<file path="config.mk">
export PLATFORM = sky130hd
export DESIGN_NAME = x86_16bit_instruction_byte_decoder_flat
export DESIGN_NICKNAME = d
export VERILOG_FILES = /design/src/design/xbd_pkg.sv /design/src/design/xbd_byte_if.sv /design/src/design/xbd_insn_if.sv /design/src/design/xbd_front.sv /design/src/design/xbd_queue.sv /design/src/design/xbd_back.sv /design/src/design/x86_16bit_instruction_byte_decoder.sv /design/src/flat_wrapper.sv
export SDC_FILE = /design/constraint.sdc
export NUM_CORES = 1
export LEC_CHECK = 0
export ABC_AREA = 1
export BUFFER_PORTS_ARGS = -buffer_cell sky130_fd_sc_hd__buf_2
export CORE_ASPECT_RATIO = 1.2
export CORE_MARGIN = 2
export CORE_UTILIZATION = 56
export CTS_CLUSTER_DIAMETER = 200
export DETAILED_ROUTE_END_ITERATION = 10
export HOLD_SLACK_MARGIN = 0.15
export PLACE_DENSITY = 0.74
export SLEW_MARGIN = 20
export SYNTH_ARGS = -nofsm -noshare
export SYNTH_HDL_FRONTEND = slang
export SYNTH_SLANG_ARGS = --single-unit
</file>
<file path="constraint.sdc">
create_clock -name clk -period 4.6 [get_ports clk]
set_input_delay 0.46 -clock clk [delete_from_list [all_inputs] [get_ports clk]]
set_output_delay 0.46 -clock clk [all_outputs]
set_load 0.02 [all_outputs]
</file>
<file path="src/design/xbd_pkg.sv">
// ----------------------------------------------------------------------------
// xbd_pkg
// Shared types, class codes and decode helpers for the 8086 byte decoder.
// ----------------------------------------------------------------------------
package xbd_pkg;

    localparam logic [2:0] CLS_MOV_RM  = 3'd0;
    localparam logic [2:0] CLS_MOV_IMM = 3'd1;
    localparam logic [2:0] CLS_ALU_RM  = 3'd2;
    localparam logic [2:0] CLS_ALU_IMM = 3'd3;
    localparam logic [2:0] CLS_ALU_ACC = 3'd4;
    localparam logic [2:0] CLS_JCC     = 3'd5;
    localparam logic [2:0] CLS_LOOP    = 3'd6;
    localparam logic [2:0] CLS_NONE    = 3'd7;

    localparam logic [7:0] MASK_FC     = 8'b11111100;
    localparam logic [7:0] MASK_F0     = 8'b11110000;
    localparam logic [7:0] MASK_C4     = 8'b11000100;
    localparam logic [7:0] PAT_MOV_RM  = 8'b10001000;
    localparam logic [7:0] PAT_MOV_IMM = 8'b10110000;
    localparam logic [7:0] PAT_ALU_RM  = 8'b00000000;
    localparam logic [7:0] PAT_ALU_IMM = 8'b10000000;
    localparam logic [7:0] PAT_ALU_ACC = 8'b00000100;
    localparam logic [7:0] PAT_JCC     = 8'b01110000;
    localparam logic [7:0] PAT_LOOP    = 8'b11100000;

    localparam logic [1:0] MOD_NO_DISP = 2'd0;
    localparam logic [1:0] MOD_DISP8   = 2'd1;
    localparam logic [1:0] MOD_DISP16  = 2'd2;
    localparam logic [1:0] MOD_REG     = 2'd3;
    localparam logic [2:0] RM_DIRECT   = 3'b110;

    localparam int QUEUE_DEPTH = 2;
    localparam int QPTR_W      = $clog2(QUEUE_DEPTH);
    localparam int QCNT_W      = $clog2(QUEUE_DEPTH + 1);

    typedef enum logic [5:0] {
        PH_OPCODE  = 6'b000001,
        PH_MODRM   = 6'b000010,
        PH_DISP_LO = 6'b000100,
        PH_DISP_HI = 6'b001000,
        PH_IMM_LO  = 6'b010000,
        PH_IMM_HI  = 6'b100000
    } phase_t;

    typedef struct packed {
        logic [7:0]  opcode;
        logic [7:0]  modrm;
        logic [15:0] disp;
        logic [15:0] imm;
    } raw_insn_t;

    typedef struct packed {
        logic full;
        logic empty;
    } q_status_t;

    function automatic logic [2:0] class_of(input logic [7:0] b);
        logic [2:0] c;
        if ((b & MASK_FC) == PAT_MOV_RM)       c = CLS_MOV_RM;
        else if ((b & MASK_F0) == PAT_MOV_IMM) c = CLS_MOV_IMM;
        else if ((b & MASK_C4) == PAT_ALU_RM)  c = CLS_ALU_RM;
        else if ((b & MASK_FC) == PAT_ALU_IMM) c = CLS_ALU_IMM;
        else if ((b & MASK_C4) == PAT_ALU_ACC) c = CLS_ALU_ACC;
        else if ((b & MASK_F0) == PAT_JCC)     c = CLS_JCC;
        else if ((b & MASK_FC) == PAT_LOOP)    c = CLS_LOOP;
        else                                   c = CLS_NONE;
        return c;
    endfunction

    function automatic logic [1:0] disp_bytes(input logic [7:0] m);
        logic [1:0] n;
        case (m[7:6])
            MOD_DISP8:   n = 2'd1;
            MOD_DISP16:  n = 2'd2;
            MOD_NO_DISP: n = (m[2:0] == RM_DIRECT) ? 2'd2 : 2'd0;
            default:     n = 2'd0;
        endcase
        return n;
    endfunction

    function automatic logic [1:0] imm_bytes(input logic [7:0] b);
        logic [1:0] n;
        case (class_of(b))
            CLS_MOV_IMM: n = b[3] ? 2'd2 : 2'd1;
            CLS_ALU_IMM: n = (!b[1] && b[0]) ? 2'd2 : 2'd1;
            CLS_ALU_ACC: n = b[0] ? 2'd2 : 2'd1;
            CLS_JCC:     n = 2'd1;
            CLS_LOOP:    n = 2'd1;
            default:     n = 2'd0;
        endcase
        return n;
    endfunction

    function automatic logic [15:0] sext8(input logic [7:0] v);
        return {{8{v[7]}}, v};
    endfunction

endpackage

</file>
<file path="src/design/xbd_byte_if.sv">
// ----------------------------------------------------------------------------
// xbd_byte_if
// Valid/ready channel carrying one code byte per transfer.
// ----------------------------------------------------------------------------
interface xbd_byte_if;
    logic       valid;
    logic       ready;
    logic [7:0] code_byte;

    modport source (output valid, output code_byte, input ready);
    modport sink   (input valid, input code_byte, output ready);
endinterface

</file>
<file path="src/design/xbd_insn_if.sv">
// ----------------------------------------------------------------------------
// xbd_insn_if
// Valid/ready channel carrying one decoded instruction per transfer.
// ----------------------------------------------------------------------------
interface xbd_insn_if;
    logic               valid;
    logic               ready;
    logic [2:0]         insn_class;
    logic [3:0]         operation;
    logic               dir_flag;
    logic               wide;
    logic [1:0]         addr_mode;
    logic [2:0]         reg_sel;
    logic [2:0]         rm_sel;
    logic signed [15:0] displacement;
    logic signed [15:0] immediate;

    modport source (
        output valid, output insn_class, output operation, output dir_flag,
        output wide, output addr_mode, output reg_sel, output rm_sel,
        output displacement, output immediate, input ready
    );
    modport sink (
        input valid, input insn_class, input operation, input dir_flag,
        input wide, input addr_mode, input reg_sel, input rm_sel,
        input displacement, input immediate, output ready
    );
endinterface

</file>
<file path="src/design/xbd_front.sv">
// ----------------------------------------------------------------------------
// xbd_front
// Byte assembler: classifies opcode bytes, gathers ModRM, displacement and
// immediate bytes, and pushes each completed instruction into the queue.
// ----------------------------------------------------------------------------
module xbd_front
    import xbd_pkg::*;
(
    input  logic       clk,
    input  logic       rst_n,
    xbd_byte_if.sink   code,
    input  q_status_t  q_stat,
    output logic       push_valid,
    output raw_insn_t  push_rec
);

    phase_t      phase_reg, phase_next;
    logic [7:0]  opcode_reg, opcode_next;
    logic [7:0]  modrm_reg, modrm_next;
    logic [15:0] disp_reg, disp_next;
    logic [7:0]  imm_lo_reg, imm_lo_next;
    logic        take;
    logic        done;
    logic [15:0] imm_val;

    assign code.ready = !q_stat.full;
    assign take       = code.valid && code.ready;

    always_comb
    begin
        phase_next  = phase_reg;
        opcode_next = opcode_reg;
        modrm_next  = modrm_reg;
        disp_next   = disp_reg;
        imm_lo_next = imm_lo_reg;
        done        = 1'b0;
        imm_val     = 16'd0;
        if (take)
        begin
            case (phase_reg)
                PH_MODRM:
                begin
                    modrm_next = code.code_byte;
                    disp_next  = 16'd0;
                    if (disp_bytes(code.code_byte) != 2'd0)
                        phase_next = PH_DISP_LO;
                    else if (imm_bytes(opcode_reg) == 2'd0)
                        done = 1'b1;
                    else
                        phase_next = PH_IMM_LO;
                end
                PH_DISP_LO:
                begin
                    if (disp_bytes(modrm_reg) == 2'd1)
                    begin
                        disp_next = sext8(code.code_byte);
                        if (imm_bytes(opcode_reg) == 2'd0)
                            done = 1'b1;
                        else
                            phase_next = PH_IMM_LO;
                    end
                    else
                    begin
                        disp_next  = {8'd0, code.code_byte};
                        phase_next = PH_DISP_HI;
                    end
                end
                PH_DISP_HI:
                begin
                    disp_next = {code.code_byte, disp_reg[7:0]};
                    if (imm_bytes(opcode_reg) == 2'd0)
                        done = 1'b1;
                    else
                        phase_next = PH_IMM_LO;
                end
                PH_IMM_LO:
                begin
                    if (imm_bytes(opcode_reg) == 2'd2)
                    begin
                        imm_lo_next = code.code_byte;
                        phase_next  = PH_IMM_HI;
                    end
                    else
                    begin
                        imm_val = sext8(code.code_byte);
                        done    = 1'b1;
                    end
                end
                PH_IMM_HI:
                begin
                    imm_val = {code.code_byte, imm_lo_reg};
                    done    = 1'b1;
                end
                default:
                begin
                    phase_next = PH_OPCODE;
                    if (class_of(code.code_byte) != CLS_NONE)
                    begin
                        opcode_next = code.code_byte;
                        modrm_next  = 8'd0;
                        disp_next   = 16'd0;
                        imm_lo_next = 8'd0;
                        if (class_of(code.code_byte) inside
                            {CLS_MOV_RM, CLS_ALU_RM, CLS_ALU_IMM})
                            phase_next = PH_MODRM;
                        else
                            phase_next = PH_IMM_LO;
                    end
                end
            endcase
            if (done)
                phase_next = PH_OPCODE;
        end
    end

    assign push_valid      = done;
    assign push_rec.opcode = opcode_reg;
    assign push_rec.modrm  = modrm_next;
    assign push_rec.disp   = disp_next;
    assign push_rec.imm    = imm_val;

    always_ff @(posedge clk or negedge rst_n)
    begin
        if (!rst_n)
        begin
            phase_reg  <= PH_OPCODE;
            opcode_reg <= 8'd0;
            modrm_reg  <= 8'd0;
            disp_reg   <= 16'd0;
            imm_lo_reg <= 8'd0;
        end
        else
        begin
            phase_reg  <= phase_next;
            opcode_reg <= opcode_next;
            modrm_reg  <= modrm_next;
            disp_reg   <= disp_next;
            imm_lo_reg <= imm_lo_next;
        end
    end

endmodule

</file>
<file path="src/design/xbd_queue.sv">
// ----------------------------------------------------------------------------
// xbd_queue
// Short FIFO of assembled instructions between the front and back parts.
// ----------------------------------------------------------------------------
module xbd_queue
    import xbd_pkg::*;
(
    input  logic       clk,
    input  logic       rst_n,
    input  logic       push_valid,
    input  raw_insn_t  push_rec,
    input  logic       pop,
    output q_status_t  q_stat,
    output raw_insn_t  head_rec
);

    raw_insn_t           entry_reg [QUEUE_DEPTH];
    logic [QPTR_W-1:0]   wr_ptr_reg, rd_ptr_reg;
    logic [QCNT_W-1:0]   count_reg, count_next;
    logic                do_push, do_pop;

    assign q_stat.full  = (count_reg == QCNT_W'(QUEUE_DEPTH));
    assign q_stat.empty = (count_reg == '0);
    assign do_push      = push_valid && !q_stat.full;
    assign do_pop       = pop && !q_stat.empty;
    assign head_rec     = entry_reg[rd_ptr_reg];

    always_comb
    begin
        count_next = count_reg;
        if (do_push && !do_pop)
            count_next = count_reg + QCNT_W'(1);
        else if (do_pop && !do_push)
            count_next = count_reg - QCNT_W'(1);
    end

    always_ff @(posedge clk)
    begin
        if (do_push)
            entry_reg[wr_ptr_reg] <= push_rec;
    end

    always_ff @(posedge clk or negedge rst_n)
    begin
        if (!rst_n)
        begin
            wr_ptr_reg <= '0;
            rd_ptr_reg <= '0;
            count_reg  <= '0;
        end
        else
        begin
            count_reg <= count_next;
            if (do_push)
                wr_ptr_reg <= (wr_ptr_reg == QPTR_W'(QUEUE_DEPTH - 1))
                              ? '0 : wr_ptr_reg + QPTR_W'(1);
            if (do_pop)
                rd_ptr_reg <= (rd_ptr_reg == QPTR_W'(QUEUE_DEPTH - 1))
                              ? '0 : rd_ptr_reg + QPTR_W'(1);
        end
    end

endmodule

</file>
<file path="src/design/xbd_back.sv">
// ----------------------------------------------------------------------------
// xbd_back
// Field extraction: turns an assembled instruction into decoded fields and
// holds them in the output register until the transfer completes.
// ----------------------------------------------------------------------------
module xbd_back
    import xbd_pkg::*;
(
    input  logic       clk,
    input  logic       rst_n,
    input  q_status_t  q_stat,
    input  raw_insn_t  head_rec,
    output logic       pop,
    xbd_insn_if.source insn
);

    logic        valid_reg, valid_next;
    logic [2:0]  cls_reg, cls_next;
    logic [3:0]  op_reg, op_next;
    logic        dir_reg, dir_next;
    logic        wide_reg, wide_next;
    logic [1:0]  mod_reg, mod_next;
    logic [2:0]  reg_reg, reg_next;
    logic [2:0]  rm_reg, rm_next;
    logic [15:0] disp_reg, disp_next;
    logic [15:0] imm_reg, imm_next;
    logic [7:0]  b;
    logic [7:0]  m;

    assign pop = !q_stat.empty && (!valid_reg || insn.ready);
    assign b   = head_rec.opcode;
    assign m   = head_rec.modrm;

    always_comb
    begin
        cls_next  = class_of(b);
        op_next   = 4'd0;
        dir_next  = 1'b0;
        wide_next = 1'b0;
        mod_next  = 2'd0;
        reg_next  = 3'd0;
        rm_next   = 3'd0;
        disp_next = 16'd0;
        imm_next  = head_rec.imm;
        case (cls_next)
            CLS_MOV_RM, CLS_ALU_RM, CLS_ALU_IMM:
            begin
                mod_next  = m[7:6];
                reg_next  = m[5:3];
                rm_next   = m[2:0];
                disp_next = head_rec.disp;
                dir_next  = b[1];
                wide_next = b[0];
                if (cls_next == CLS_ALU_RM)
                    op_next = {1'b0, b[5:3]};
                if (cls_next == CLS_ALU_IMM)
                    op_next = {1'b0, m[5:3]};
                if (cls_next != CLS_ALU_IMM)
                    imm_next = 16'd0;
            end
            CLS_MOV_IMM:
            begin
                dir_next  = 1'b1;
                wide_next = b[3];
                mod_next  = MOD_REG;
                reg_next  = b[2:0];
            end
            CLS_ALU_ACC:
            begin
                op_next   = {1'b0, b[5:3]};
                dir_next  = 1'b1;
                wide_next = b[0];
                mod_next  = MOD_REG;
            end
            CLS_JCC:
                op_next = b[3:0];
            default:
                op_next = {2'b00, b[1:0]};
        endcase
    end

    always_comb
    begin
        valid_next = valid_reg;
        if (pop)
            valid_next = 1'b1;
        else if (insn.ready)
            valid_next = 1'b0;
    end

    always_ff @(posedge clk)
    begin
        if (pop)
        begin
            cls_reg  <= cls_next;
            op_reg   <= op_next;
            dir_reg  <= dir_next;
            wide_reg <= wide_next;
            mod_reg  <= mod_next;
            reg_reg  <= reg_next;
            rm_reg   <= rm_next;
            disp_reg <= disp_next;
            imm_reg  <= imm_next;
        end
    end

    always_ff @(posedge clk or negedge rst_n)
    begin
        if (!rst_n)
            valid_reg <= 1'b0;
        else
            valid_reg <= valid_next;
    end

    assign insn.valid        = valid_reg;
    assign insn.insn_class   = cls_reg;
    assign insn.operation    = op_reg;
    assign insn.dir_flag     = dir_reg;
    assign insn.wide         = wide_reg;
    assign insn.addr_mode    = mod_reg;
    assign insn.reg_sel      = reg_reg;
    assign insn.rm_sel       = rm_reg;
    assign insn.displacement = disp_reg;
    assign insn.immediate    = imm_reg;

endmodule

</file>
<file path="src/design/x86_16bit_instruction_byte_decoder.sv">
// ----------------------------------------------------------------------------
// x86_16bit_instruction_byte_decoder
// Decodes an 8086 machine-code byte stream into instruction fields.
// ----------------------------------------------------------------------------
// The code channel takes one byte per transfer and the insn channel gives one
// decoded instruction per transfer, both valid/ready.
// Bytes are taken at one per cycle; the byte assembler in the front part
// advances a small phase machine once per byte and waits on the back part
// only when the queue is full.
// A decoded instruction is first written into the two-entry queue and then
// loaded into the output register once that register is free or its
// instruction is being accepted.
// An unrecognized opcode byte is dropped and produces no output.
// When the receiver stalls, the output register holds its instruction and
// the queue fills; code bytes are still taken until the queue is full, and
// ready drops only then.
// Reset clears the phase machine, the queue and the output valid, so the
// next byte is treated as an opcode.
// ----------------------------------------------------------------------------
module x86_16bit_instruction_byte_decoder
    import xbd_pkg::*;
(
    input  logic       clk,
    input  logic       rst_n,
    xbd_byte_if.sink   code,
    xbd_insn_if.source insn
);

    q_status_t q_stat;
    logic      push_valid;
    raw_insn_t push_rec;
    logic      pop;
    raw_insn_t head_rec;

    xbd_front u_front (
        .clk        (clk),
        .rst_n      (rst_n),
        .code       (code),
        .q_stat     (q_stat),
        .push_valid (push_valid),
        .push_rec   (push_rec)
    );

    xbd_queue u_queue (
        .clk        (clk),
        .rst_n      (rst_n),
        .push_valid (push_valid),
        .push_rec   (push_rec),
        .pop        (pop),
        .q_stat     (q_stat),
        .head_rec   (head_rec)
    );

    xbd_back u_back (
        .clk      (clk),
        .rst_n    (rst_n),
        .q_stat   (q_stat),
        .head_rec (head_rec),
        .pop      (pop),
        .insn     (insn)
    );

    assert property (@(posedge clk) disable iff (!rst_n) q_stat.full |-> !push_valid)
        else $error("instruction pushed into a full queue");

    assert property (@(posedge clk) disable iff (!rst_n)
                     insn.valid |-> insn.insn_class != CLS_NONE)
        else $error("output carries an unrecognized class");

    assert property (@(posedge clk) disable iff (!rst_n)
                     (!q_stat.empty && !insn.valid) |=> insn.valid)
        else $error("queued instruction not moved to the output register");

endmodule
</file>
<file path="src/flat_wrapper.sv">
// flat-port wrapper written by rule: the top's interface ports become plain ports
module x86_16bit_instruction_byte_decoder_flat import xbd_pkg::*;
  (clk, rst_n, code_valid, code_code_byte, code_ready, insn_valid, insn_insn_class, insn_operation, insn_dir_flag, insn_wide, insn_addr_mode, insn_reg_sel, insn_rm_sel, insn_displacement, insn_immediate, insn_ready);
  xbd_byte_if code_i ();
  xbd_insn_if insn_i ();
  input  logic clk;
  input  logic rst_n;
  input wire logic [$bits(code_i.valid)-1:0] code_valid;
  input wire logic [$bits(code_i.code_byte)-1:0] code_code_byte;
  output wire logic [$bits(code_i.ready)-1:0] code_ready;
  output wire logic [$bits(insn_i.valid)-1:0] insn_valid;
  output wire logic [$bits(insn_i.insn_class)-1:0] insn_insn_class;
  output wire logic [$bits(insn_i.operation)-1:0] insn_operation;
  output wire logic [$bits(insn_i.dir_flag)-1:0] insn_dir_flag;
  output wire logic [$bits(insn_i.wide)-1:0] insn_wide;
  output wire logic [$bits(insn_i.addr_mode)-1:0] insn_addr_mode;
  output wire logic [$bits(insn_i.reg_sel)-1:0] insn_reg_sel;
  output wire logic [$bits(insn_i.rm_sel)-1:0] insn_rm_sel;
  output wire logic [$bits(insn_i.displacement)-1:0] insn_displacement;
  output wire logic [$bits(insn_i.immediate)-1:0] insn_immediate;
  input wire logic [$bits(insn_i.ready)-1:0] insn_ready;
  assign code_i.valid = code_valid;
  assign code_i.code_byte = code_code_byte;
  assign code_ready = code_i.ready;
  assign insn_valid = insn_i.valid;
  assign insn_insn_class = insn_i.insn_class;
  assign insn_operation = insn_i.operation;
  assign insn_dir_flag = insn_i.dir_flag;
  assign insn_wide = insn_i.wide;
  assign insn_addr_mode = insn_i.addr_mode;
  assign insn_reg_sel = insn_i.reg_sel;
  assign insn_rm_sel = insn_i.rm_sel;
  assign insn_displacement = insn_i.displacement;
  assign insn_immediate = insn_i.immediate;
  assign insn_i.ready = insn_ready;
  x86_16bit_instruction_byte_decoder u_core (.clk(clk), .rst_n(rst_n), .code(code_i), .insn(insn_i));
endmodule
</file>
# ---- Yosys cells after proc, flatten, opt, wreduce, memory -nomap -nowiden
# Memory sizes are Yosys's and may differ from the RTL's.
# Cells that the tools add are included.
dict set report totals {
  latch_bits 0
  output_inout_bits 51
  reg_bits 100
  ramBits 96
  in_bits 12
  n_memories 1
  elab_cells 246
  romBits 0
}
dict set report classes {
  mux 110
  eq_ne 67
  shifts 0
  mul 0
  div 0
  bitwise 2
  reduce_logical 44
  n_lt_le_gt_ge 0
  add_sub_neg 4
}
# memory depth width read_ports rd_ports_with_merged_regs write_ports line
set memory_table {}
lappend memory_table {u_core.u_queue.entry_reg 2 48 1 0 1 xbd_queue.sv:17} ;# raw_insn_t entry_reg [QUEUE_DEPTH];
# cell n
set ops {}
lappend ops {{$mux W16} 7}
lappend ops {{$mux W3} 30}
lappend ops {{$pmux W16 S4} 1}
lappend ops {{$eq A6 B6 Y1 const B} 10}
lappend ops {{$mux W2} 25}
lappend ops {{$eq A3 B3 Y1 const B} 16}
lappend ops {{$mux W6} 7}
lappend ops {{$mux W8} 4}
lappend ops {{$pmux W16 S2} 1}
lappend ops {{$pmux W2 S4} 4}
lappend ops {{$pmux W8 S2} 2}
lappend ops {{$pmux W6 S5} 1}
lappend ops {{$eq A3 B1 Y1 const B} 8}
lappend ops {{$eq A3 B2 Y1 const B} 8}
lappend ops {{$logic_not A8 Y1} 3}
lappend ops {{$mux W1} 17}
lappend ops {{$pmux W4 S4} 1}
lappend ops {{$eq A4 B3 Y1 const B} 3}
lappend ops {{$eq A4 B4 Y1 const B} 3}
lappend ops {{$logic_not A2 Y1} 6}
lappend ops {{$pmux W2 S3} 2}
lappend ops {{$reduce_or A2 Y1} 6}
lappend ops {{$reduce_or A4 Y1} 3}
lappend ops {{$mux W5} 2}
lappend ops {{other kinds (30)} 57}

# ---- Depth between registers and ports, before layout
# Gate-level depths: netlist (run 1).
dict set report depth {
  word_depth 28
  ltp_mapped 16
  depth_no_buf 15
}

# ---- Cells and area by module
# A second synthesis (run 1) with hierarchy kept.
dict set report unflattened {
  cells_unflattened 837
  area_unflattened_um2 8769.7
}
# mod cells_each area_per_inst_um2 seq_area_each_um2 instances
set modules_own_cells {}
lappend modules_own_cells {xbd_queue 283 3728.6 2982.9 1}
lappend modules_own_cells {xbd_front 362 2773.9 1152.4 1}
lappend modules_own_cells {xbd_back 192 2267.2 1496.4 1}

# ---- Worst setup path after synthesis (run 1)
# OpenSTA, ideal clock, no wires.
dict set report synth_path {
  kind {flip-flop to flip-flop}
  startpoint {register u_core.u_back.valid_reg (netlist: u_core.u_back.insn.valid)}
  endpoint {register u_core.u_queue.count_reg[1]}
  stages_incl_launch_ff 9
  setup_time_ns 0.131
  arrival_ns 4.020
  synth_period_minus_slack_ns 4.151
  required_ns 4.469
  n_path_buf 0
  path_slack_ns 0.449
  cell_sequence {dfrtp_1 -> inv_1 -> nor2_1 -> a21oi_1 -> inv_1 -> ha_1 -> a21oi_1 -> o21ai_0 -> xor2_1}
}
dict set report synth_via {
  elab_chain_cells 7
  word_cells_on_any_way 9
  classes_between {mux: 1; reduce/logical: 8}
}
# element line
set synth_rtl {}
lappend synth_rtl {{from (decl)} xbd_back.sv:17} ;# logic valid_reg, valid_next;
lappend synth_rtl {{from (signal assigned)} xbd_back.sv:112} ;# valid_reg <= valid_next;
lappend synth_rtl {{$logic_not A1 Y1 (*)} xbd_back.sv:30} ;# assign pop = !q_stat.empty && (!valid_reg || insn.ready);
lappend synth_rtl {{$logic_or A1 B1 Y1 (*)} xbd_back.sv:30}
lappend synth_rtl {{$logic_and A1 B1 Y1 (*)} xbd_back.sv:30}
lappend synth_rtl {{named net u_core.pop} x86_16bit_instruction_byte_decoder.sv:32} ;# logic pop;
lappend synth_rtl {{$logic_and A1 B1 Y1 (*)} xbd_queue.sv:25} ;# assign do_pop = pop && !q_stat.empty;
lappend synth_rtl {{$logic_not A1 Y1} xbd_queue.sv:31} ;# if (do_push && !do_pop)
lappend synth_rtl {{$logic_and A1 B1 Y1} xbd_queue.sv:31}
lappend synth_rtl {{$mux W2 / $reduce_bool A2 Y1 (equally long branches)} -}
lappend synth_rtl {{to (signal assigned)} xbd_queue.sv:53} ;# count_reg <= count_next;
lappend synth_rtl {{to (decl)} xbd_queue.sv:19} ;# logic [QCNT_W-1:0] count_reg, count_next;
# Mark *: on every way through the listed nets, which the timed path passes. The rest lies on a longest branch.
# A chain may end at the register's enable or synchronous reset.

# ---- Worst setup path after layout (run 1)
dict set report layout_path {
  startpoint {register u_core.u_front.opcode_reg[7]}
  endpoint {memory u_core.u_queue.entry_reg[1][3] (netlist bit), enable pin}
}
dict set report layout_via {
  elab_chain_cells 26
  word_cells_on_any_way 78
  classes_between {eq/ne: 27; mux: 42; reduce/logical: 9}
}
# element line
set layout_rtl {}
lappend layout_rtl {{from (decl)} xbd_front.sv:18} ;# logic [7:0] opcode_reg, opcode_next;
lappend layout_rtl {{from (signal assigned)} xbd_front.sv:135} ;# opcode_reg <= opcode_next;
lappend layout_rtl {{$eq A6 B6 Y1} xbd_pkg.sv:66} ;# else if ((b & MASK_FC) == PAT_LOOP) c = CLS_LOOP;
lappend layout_rtl {{$mux W1} xbd_pkg.sv:66}
lappend layout_rtl {{$mux W2} xbd_pkg.sv:65} ;# else if ((b & MASK_F0) == PAT_JCC) c = CLS_JCC;
lappend layout_rtl {{$mux W2} xbd_pkg.sv:64} ;# else if ((b & MASK_C4) == PAT_ALU_ACC) c = CLS_ALU_ACC;
lappend layout_rtl {{$mux W3} xbd_pkg.sv:63} ;# else if ((b & MASK_FC) == PAT_ALU_IMM) c = CLS_ALU_IMM;
lappend layout_rtl {{$mux W3} xbd_pkg.sv:62} ;# else if ((b & MASK_C4) == PAT_ALU_RM) c = CLS_ALU_RM;
lappend layout_rtl {{$mux W3} xbd_pkg.sv:61} ;# else if ((b & MASK_F0) == PAT_MOV_IMM) c = CLS_MOV_IMM;
lappend layout_rtl {{$mux W3 (*)} xbd_pkg.sv:60} ;# if ((b & MASK_FC) == PAT_MOV_RM) c = CLS_MOV_RM;
lappend layout_rtl {{[9 not listed]} -}
lappend layout_rtl {{$logic_not A2 Y1 (on tied branches)} {xbd_front.sv:57, xbd_front.sv:47}}
lappend layout_rtl {{$mux W1 (on tied branches)} {xbd_front.sv:57, xbd_front.sv:47}}
lappend layout_rtl {{$mux W1 (on tied branches)} {xbd_front.sv:54, xbd_front.sv:45}}
lappend layout_rtl {{$pmux W1 S5 (*)} xbd_front.sv:40} ;# case (phase_reg)
lappend layout_rtl {{$mux W1 (*) (2 in series)} xbd_front.sv:38} ;# if (take)
lappend layout_rtl {{$logic_and A1 B1 Y1 (*)} xbd_queue.sv:24} ;# assign do_push = push_valid && !q_stat.full;
lappend layout_rtl {{$mux W1 (*)} xbd_queue.sv:39} ;# if (do_push)
lappend layout_rtl {{$mux W1 (not written as such) (*)} xbd_queue.sv:40} ;# entry_reg[wr_ptr_reg] <= push_rec;
lappend layout_rtl {{to (decl)} xbd_queue.sv:17}
# Mark *: on every way between the ends. The rest lies on a longest branch, timed or not. The select of a mux whose other input is x is not followed.

==> results.py, run 1 <==
metrics = {
    "detailed_routing": {
        "vias_per_cell": 5.412,
        "vias": 5726,
        "wl_per_cell_um": 16.19,
        "first_pass_iters": 5,
        "drt_iter0_markers": 486,
        "drc_errors": 0,
        "drt-total-wl_mm": 17.13,
        "ant_nets": 0,
    },
    "critical_path": {
        "crit_required_ns": 4.71,
        "worst_ep_arrival_time_ns": 3.14,
        "path_max_fanout": 30,
        "end_kind": "flop",
        "start_kind": "flop",
        "path_class": "reg -> reg",
    },
    "power": {
        "power.density_nw_per_um2": 665.7,
        "internal_power_mw": 3.936,
        "p_switching_mw": 2.488,
        "leakagePower_nw": 4.117,
        "clock_power_share_pct": 22.4,
        "p_seq_share_pct": 42.2,
        "switching_share_pct": 38.73,
        "finalPower_mw": 6.424,
        "combPwrFrac_pct": 35.3,
        "ir_drop_uv": 332.2,
    },
    "logic_synthesis": {
        "synth-xor-area-share_pct": 0.3059,
        "netlist_area_um2": 8588,
        "syn_avg_cell_area_um2": 11.01,
        "synth_cells": 780,
        "synth_nets": 793,
        "ys_warn_count": 0,
        "ys_seq_area_share_pct": 65.57,
        "synthSimpleGateAreaFrac_pct": 18.23,
        "synth_top_family_by_area": "simple AND/OR/NAND/NOR gates",
        "synth.area.mux_share_pct": 0.2331,
        "synth_compound_area_share_pct": 9.790,
        "synth.distinct_cells": 45,
        "synthAdderAreaFrac_pct": 0.1457,
        "ys_seq_elements": 196,
    },
    "cells_and_area": {
        "fin_area_um2": 9651,
        "nFillCells": 1169,
        "fin_util_pct": 64.25,
        "synthToLayoutAreaGrowth_pct": 12.37,
        "largest_register_ffs": 96,
        "final_net_count": 854,
        "final_common_cell": "nand2_1",
        "final_cell_mix": "nand2_1, edfxtp_1, buf_2",
        "drive_above_1_share_pct": 24.24,
        "diodes": 0,
        "stdcell_count": 1058,
    },
    "clocking": {
        "clk_pin_slew_ns": 0.07,
        "clkLatencyLatePin_ns": 0.43,
        "cts_tree": "built",
        "clk_path_buf_depth": 2,
        "cts_sinks": 196,
        "numCtsBuffers": 17,
        "htreeDepth": 4,
        "root_buffer": "clkbuf_16",
        "ctsResizeCount": 0,
    },
    "global_routing": {
        "antenna_found_initial": 0,
        "grt_pass1_wl_mm": 27.76,
        "grt_pass1_vias": 5561,
        "grt_max_degree": 52,
        "gr-total-overflow": 0,
        "grt_usage_pct": 22.27,
    },
    "floorplan": {
        "core_um2": 15020,
        "die_area_um2": 16350,
        "die_h_um": 139.7,
        "start_util_pct": 57.18,
        "io-pin-count": 63,
        "die_x_um": 117.1,
        "rows": 49,
    },
    "place": {
        "place_inst": 1025,
        "place_congestion": 0.9955,
        "dpl_cell_area_um2": 9057,
        "port_buffers": 62,
        "dp_hpwl_mm": 11.70,
    },
    "timing": {
        "relSlewSlack_pct": 31.52,
        "slew_violations": 0,
        "tns_ns": 0,
        "finalCritPeriodShare_pct": 65.95,
        "finalSetupViolations": 0,
        "final_hold_viol_count": 0,
        "worst_clock_skew_ns": 0.009214,
        "rsz0062_at_grt": "false",
        "fin_crit_ns": 3.034,
        "tightest_slew_ns": 1.026,
        "max_freq_mhz": 329.6,
    },
    "min_path": {
        "min_path_type": "in -> reg",
    },
    "job": {
        "timing.max_cap.violations": 0,
    },
    "status": {
        "status": "completed",
    },
}
## timing repair
| item | CTS | global route |
|---|---|---|
| endpoints found under the setup margin | 0 | 0 |
| hold buffers | 1 | 0 |
| hold endpoints to repair | 1 | 0 |
| buffers inserted | 0 | 0 |
## cells in the mapped netlist (all sizes together)
library cell / instances / area [um^2]
a21oi: 41 / 205.2
nand4: 7 / 71.31
or2: 21 / 131.4
dfstp: 1 / 26.28
o21ai: 53 / 284.0
o211ai: 19 / 237.7
o22ai: 2 / 12.51
inv: 82 / 310.3
nor3: 4 / 20.02
a21boi: 1 / 11.26
o221ai: 1 / 8.760
clkinv: 2 / 7.510
ha: 1 / 12.51
nand2: 194 / 760.7
nor2: 56 / 269.0
edfxtp: 145 / 4354
xor2: 2 / 17.52
xnor2: 1 / 8.760
dfrtp: 50 / 1251
nand3: 56 / 297.8
nand3b: 2 / 15.01
mux2i: 2 / 20.02
a22oi: 8 / 60.06
a22o: 1 / 8.760
a31oi: 1 / 12.51
clkbuf: 8 / 30.03
buf: 19 / 143.9
## worst max-delay path, stage by stage, from the launching register on
cell and delay, ns:
dfrtp_1 0.42, inv_1 0.15, nor2_2 0.07, nand3_1 0.09, nand2_1 0.10, nor2_4 0.27
nand2_1 0.13, nand2_1 0.10, inv_1 0.07, nand2_1 0.10, nand2_1 0.12, nor2_4 0.66
buf_4 0.41
## worst paths after layout
path / start / depth (start not counted) / slack (ns) / end
max: u_core.u_front.opcode_reg[7] / 12 / 1.57 / u_core.u_queue.entry_reg[1][3]
min: insn_ready / 2 / 0.22 / u_core.u_back.insn.valid
max reg2reg: u_core.u_front.opcode_reg[7] / 12 / 1.57 / u_core.u_queue.entry_reg[1][3]
min reg2reg: u_core.u_front.imm_lo_reg[1] / 2 / 0.47 / u_core.u_front.imm_lo_reg[1]
max in group asynchronous: rst_n / 3 / 3.48 / u_core.u_queue.rd_ptr_reg
min in group asynchronous: rst_n / 3 / 0.65 / u_core.u_front.imm_lo_reg[3]
## area by class of cell
class	count	area, um^2	area share, %
repair buffers	69	377.9	3.915
well taps	204	255.2	2.645
flip-flops and latches	196	5633	58.37
clock inverters	14	143.9	1.491
multi-input cells	473	2484	25.74
inverters	84	317.8	3.293
clock buffers	18	439.2	4.551
## power groups by stage
stage	combinational [mW]	clock [mW]	sequential, mW
floorplan	1.40	0	3.05
global placement	2.24	0	2.73
detailed placement	2.27	0	2.75
CTS	2.29	1.47	2.71
global route	2.51	1.54	2.77
finish	2.27	1.44	2.71
## per-stage QoR
step	hold WS, ns	setup WS (ns)
after detailed placement	0.4584	1.566
final	0.2228	1.566
after floorplan	0.1644	0.4491
after global routing	0.2414	1.305
after CTS	0.2151	1.541
after global placement	0.4552	1.672
## layer usage
metal | global-route usage (%) | up-vias | part of all wire, %
li1 | - | 2769 | -
met1 | 28.78 | 2748 | 42
met2 | 36.45 | 174 | 51
met3 | 4.878 | 35 | 4.5
met4 | 8.978 | 0 | 2.8
met5 | 0 | - | 0
## kinds of logic after synthesis
family	after synthesis
simple gates	340
flops	196
compound gates	127
buf+inv	111
xor+xnor	3
mux	2
fa+ha+maj	1
Note: power is estimated with default switching activity, not from simulation.
==> run 2, diff against run 1 <==
- clock period: 4.6 -> 3.1 ns (I/O delays scaled with it)
==> run 2 against run 1 <==
  * Die area did not move
  * Cell count rose by 0.38%
  * Register-to-register slack got worse by 0.97 ns
  * Fmax rose by 21%
  * Sequential power rose by 52%
  * Setup slack got worse by 0.97 ns
  * Clock skew fell by 0.00076 ns
  * Count of clock-buffer cells in the layout rose by 1
  * Flip-flop and latch count did not move
  * Final area rose by 0.95%
  * Largest cell class unchanged
  * Largest power group unchanged
==> results.py, run 2 (synthesis results as in run 1) <==
metrics = {
    "cells_and_area": {
        "final_cell_mix": "nand2_1, edfxtp_1, buf_2",
        "synthToLayoutAreaGrowth_pct": 13.43,
        "stdcell_count": 1062,
        "fin_area_um2": 9742,
        "multiInputGateArea_um2": 2484,
        "final_net_count": 858,
        "register_area_um2": 5633,
        "largest_register_ffs": 96,
        "diodes": 0,
        "drive_above_1_share_pct": 24.24,
        "nFillCells": 1111,
        "final_common_cell": "nand2_1",
    },
    "clocking": {
        "cts_sinks": 196,
        "clkLatencyLatePin_ns": 0.44,
        "post_cts_buffers": 0,
        "clk_pin_slew_ns": 0.07,
        "root_buffer": "clkbuf_16",
        "cts_tree": "built",
        "numCtsBuffers": 17,
        "htreeDepth": 4,
        "ctsResizeCount": 0,
        "clk_path_buf_depth": 2,
        "cts_hold_buf": 2,
    },
    "timing": {
        "max_freq_mhz": 399.7,
        "worst_clock_skew_ns": 0.008458,
        "finalCritPeriodShare_pct": 80.71,
        "setup_ws_ns": 0.5981,
        "rsz0062_at_grt": "false",
        "slew_violations": 0,
        "tns_ns": 0,
        "tightest_slew_ns": 0.7371,
        "finalSetupViolations": 0,
        "relSlewSlack_pct": 50.86,
        "fin_crit_ns": 2.502,
        "final_hold_viol_count": 0,
    },
    "global_routing": {
        "gr-usage-met1_pct": 29.11,
        "grt_usage_pct": 22.96,
        "antenna_found_initial": 0,
        "grt_max_degree": 52,
        "grt_util_met2_pct": 38.55,
        "gr-total-overflow": 0,
        "grt_pass1_vias": 5759,
        "grt_pass1_wl_mm": 28.57,
        "top_usage_layer": "met2",
        "use_met3_pct": 4.443,
    },
    "critical_path": {
        "start_kind": "flop",
        "crit_required_ns": 3.41,
        "worst_ep_arrival_time_ns": 2.81,
        "path_max_fanout": 9,
        "path_class": "reg -> reg",
        "r2r_cells": 13,
        "end_kind": "flop",
    },
    "power": {
        "power.density_nw_per_um2": 1009,
        "ir_drop_uv": 475.1,
        "leakagePower_nw": 4.175,
    },
    "detailed_routing": {
        "drc_errors": 0,
        "first_pass_iters": 5,
        "vias": 5835,
        "vias_per_cell": 5.494,
        "wl_per_cell_um": 16.36,
        "ant_nets": 0,
        "drt_iter0_markers": 593,
        "drt-total-wl_mm": 17.38,
    },
    "floorplan": {
        "start_util_pct": 57.18,
        "io-pin-count": 63,
        "die_h_um": 139.7,
        "die_area_um2": 16350,
        "core_um2": 15020,
        "rows": 49,
        "die_x_um": 117.1,
    },
    "place": {
        "place_inst": 1028,
        "port_buffers": 62,
        "place_congestion": 0.9438,
        "dp_hpwl_mm": 11.83,
        "dpl_cell_area_um2": 9067,
        "place_worst_setup_slack_ns": 0.6063,
    },
    "min_path": {
        "min_path_type": "in -> reg",
        "holdPathStages": 3,
    },
    "job": {
        "timing.max_cap.violations": 0,
    },
    "status": {
        "status": "completed",
    },
}
[run 2: changes by cell type in the layout (fill, tap and decap cells not counted), sizes merged]
cell         change
bufinv           +4
buf              +3
clkinvlp         -3
clkinv           -2
clkbuf           +1
dlygate4sd3      +1
[run 2: final cells by class]
class,count,share of cell area (%)
multi-input combinational,473,25.49
clock buffer,19,4.444
inverter,84,3.262
tap,204,2.620
sequential,196,57.82
timing repair buffer,73,4.110
clock inverter,13,2.248
[run 2: power by group]
group	switching, mW	total, mW	internal (mW)
combinational	2.36	3.30	0.948
sequential	0.358	4.11	3.75
clock	0.962	2.41	1.45
total	3.68	9.83	6.15
[run 2: final timing paths]
| path | end | slack [ns] | from |
|---|---|---|---|
| hold reg to reg | u_core.u_queue.count_reg[0] | 0.47 | u_core.u_queue.count_reg[0] |
| min in group asynchronous | u_core.u_front.imm_lo_reg[5] | 0.45 | rst_n |
| hold / removal | u_core.u_front.imm_lo_reg[7] | 0.25 | code_code_byte[7] |
| setup / recovery | u_core.u_queue.count_reg[1] | 0.60 | u_core.u_front.phase_reg[0] |
| max in group asynchronous | u_core.u_queue.rd_ptr_reg | 2.16 | rst_n |
| setup reg to reg | u_core.u_queue.count_reg[1] | 0.60 | u_core.u_front.phase_reg[0] |
[run 2: per-layer routing]
layer	routed length (um)	part of all wire [%]	vias to the layer above
met3	835	4.8	46
met1	7131	41	2782
met4	439	2.5	0
li1	-	-	2787
met2	8968	52	220
met5	0	0	-
[run 2: per-stage QoR]
| stage | total power, mW | hold WS (ns) | utilization, % |
|---|---|---|---|
| 2_1_floorplan | 6.592 | 0.01441 | - |
| 6_report | 9.826 | 0.2479 | 64.86 |
| 5_1_grt | 10.40 | 0.2611 | 64.86 |
| 3_3_place_gp | 7.311 | 0.4554 | 60.37 |
| 3_5_place_dp | 7.463 | 0.4620 | 60.37 |
| 4_1_cts | 9.879 | 0.2267 | 64.84 |
[run 2: critical path, cell delays in order, from the launching register on]
cell and delay (ns):
dfstp_2 0.57, nor2_4 0.05, nand4_2 0.13, clkinv_1 0.26, nand2_1 0.20, nand2_1 0.08, inv_1 0.09, nand2_1 0.08
nand2_1 0.14, inv_1 0.06, ha_1 0.32, a21oi_1 0.11, o21ai_0 0.11, xor2_1 0.16
==> run 3, diff against run 2 <==
- clock period: 3.1 -> 2.4 ns (I/O delays scaled with it)
==> run 3 against run 2 <==
  * Highest routed layer unchanged
  * Hold slack got worse by 0.059 ns
  * Setup slack got worse by 0.51 ns
  * Largest power group unchanged
  * Sequential power rose by 27%
  * Wire length rose by 3.9%
  * Cell count rose by 1.0%
  * Global-route usage rose by 0.66 points
  * Total power rose by 27%
  * Non-clock buffer count rose by 11
  * Clock skew rose by 0.0021 ns
  * Sequential share of layout area fell by 0.47 points
  * Largest cell class unchanged
  * Via count fell by 0.43%
==> results.py, run 3 (synthesis results as in run 1) <==
metrics = {
    "power": {
        "clock_power_share_pct": 22.2,
        "combPwrFrac_pct": 36.0,
        "internal_power_mw": 7.700,
        "ir_drop_uv": 691.0,
        "p_switching_mw": 4.814,
        "power.density_nw_per_um2": 1274,
        "leakagePower_nw": 4.208,
        "p_seq_share_pct": 41.9,
        "switching_share_pct": 38.47,
    },
    "global_routing": {
        "grt_pass1_vias": 5841,
        "gr-total-overflow": 0,
        "antenna_found_initial": 0,
        "top_usage_layer": "met2",
        "grt_util_met2_pct": 39.31,
        "grt_usage_pct": 23.61,
        "use_met3_pct": 4.878,
        "grt_max_degree": 42,
        "grt_pass1_wl_mm": 29.50,
        "gr-usage-met1_pct": 30.55,
    },
    "cells_and_area": {
        "synthToLayoutAreaGrowth_pct": 14.36,
        "final_net_count": 869,
        "final_cell_mix": "nand2_1, edfxtp_1, buf_2",
        "stdcell_count": 1073,
        "drive_above_1_share_pct": 26.01,
        "diodes": 0,
        "largest_register_ffs": 96,
        "final_common_cell": "nand2_1",
    },
    "clocking": {
        "htreeDepth": 4,
        "clkLatencyLatePin_ns": 0.43,
        "cts_tree": "built",
        "cts_sinks": 196,
        "root_buffer": "clkbuf_16",
        "post_cts_buffers": 0,
        "numCtsBuffers": 17,
        "clk_path_buf_depth": 2,
        "clk_pin_slew_ns": 0.07,
    },
    "detailed_routing": {
        "drt_iter0_markers": 516,
        "drc_errors": 0,
        "wl_per_cell_um": 16.83,
        "drt-total-wl_mm": 18.06,
        "vias_per_cell": 5.415,
        "vias": 5810,
        "ant_nets": 0,
        "first_pass_iters": 5,
    },
    "timing": {
        "fin_crit_ns": 2.310,
        "whs_ns": 0.1890,
        "relSlewSlack_pct": 60.50,
        "finalSetupViolations": 0,
        "max_freq_mhz": 432.9,
        "finalCritPeriodShare_pct": 96.24,
        "worst_clock_skew_ns": 0.01060,
        "final_hold_viol_count": 0,
        "tightest_slew_ns": 0.5925,
        "slew_violations": 0,
        "rsz0062_at_grt": "true",
    },
    "critical_path": {
        "crit_required_ns": 2.71,
        "rrSetupSlack_ns": 0.09,
        "worst_ep_arrival_time_ns": 2.62,
        "cp_cell_sequence": "inv_2 -> nand4_1 -> nand2_1 -> nor2_4 -> nand2_2 -> nand2_1 -> inv_1 -> nand2_1 -> nand2_2 -> inv_1 -> ha_1 -> a21oi_1 -> o21ai_0 -> xor2_1",
        "path_max_fanout": 10,
        "path_class": "reg -> reg",
        "end_kind": "flop",
        "slowest_stage": "dfrtp_1",
        "start_kind": "flop",
        "slowest_delay_ns": 0.51,
        "path_common_cell": "nand2_1",
    },
    "floorplan": {
        "die_x_um": 117.1,
        "die_area_um2": 16350,
        "io-pin-count": 63,
        "rows": 49,
        "core_um2": 15020,
        "die_h_um": 139.7,
        "start_util_pct": 57.18,
    },
    "place": {
        "place_congestion": 0.9011,
        "dp_hpwl_mm": 12.47,
        "port_buffers": 62,
        "place_inst": 1038,
    },
    "min_path": {
        "min_path_type": "in -> reg",
    },
    "job": {
        "timing.max_cap.violations": 0,
    },
    "status": {
        "status": "completed",
    },
}
[run 3: changes by cell type in the layout (fill, tap and decap cells not counted), sizes merged]
cell         previous run  this run
buf                    71        81
dlygate4sd3             2         3
inv                    87        85
clkbuf                 19        20
clkinvlp                2         1
bufinv                  5         2
clkinv                  3         8
[run 3: critical path: cells and delay by family, from the launching register on]
kind / cells / cell delay [ns]
DFF: 1 / 0.51
AOI/OAI and AO/OA: 2 / 0.22
xor gates and xnor gates: 1 / 0.16
adders and majority gates: 1 / 0.25
buffers and inverters: 3 / 0.20
and+or+nand+nor: 7 / 0.84
[run 3: path summary, 6_finish.rpt]
path	start	endpoint	cells past startpoint
worst max register to register	u_core.u_front.opcode_reg[6]	u_core.u_queue.count_reg[1]	14
worst min register to register	u_core.u_front.imm_lo_reg[2]	u_core.u_front.imm_lo_reg[2]	2
max in group asynchronous	rst_n	u_core.u_queue.rd_ptr_reg	3
worst max-delay path	u_core.u_front.opcode_reg[6]	u_core.u_queue.count_reg[1]	14
min in group asynchronous	rst_n	u_core.u_front.imm_lo_reg[1]	2
worst min-delay path	code_code_byte[6]	u_core.u_front.imm_lo_reg[6]	5
[run 3: through the flow]
stage	TNS [ns]	setup slack [ns]	utilization (%)	power, mW	cell area (um^2)
after floorplan	-0.001278	-0.001278	-	8.548	8628
after global placement	0	0.1179	61.34	9.629	9214
after detailed placement	0	0.06031	61.34	9.790	9214
after CTS	0	0.03942	65.31	12.58	9809
after global routing	-0.1616	-0.1031	65.39	13.27	9822
final	0	0.09013	65.39	12.51	9822
[run 3: timing repair]
action	4_1_cts	5_1_grt
endpoints found under the setup margin	0	6
hold endpoints to repair	24	0
hold buffers	3	0
resized for setup	0	4
[run 3: routing by layer]
layer,wire length [um],share of wire [%]
met5,0,0
met4,378,2.1
met3,738,4.1
met2,9247,51
met1,7691,43
[run 3: area by class of cell]
| class | count | area [um^2] |
|---|---|---|
| sequential | 196 | 5633 |
| fill | 1142 | 5199 |
| multi-input combinational | 473 | 2511 |
| timing repair buffer | 84 | 533.0 |
| clock buffer | 20 | 436.7 |
| inverter | 84 | 324.1 |
| tap | 204 | 255.2 |
| clock inverter | 12 | 128.9 |
[run 3: power groups by stage]
stage / clock, mW / combinational, mW / sequential, mW
final: 2.77 / 4.50 / 5.24
after global routing: 2.95 / 4.98 / 5.34
after CTS: 2.82 / 4.53 / 5.24
after detailed placement: 0 / 4.50 / 5.29
after global placement: 0 / 4.38 / 5.25
after floorplan: 0 / 2.75 / 5.80
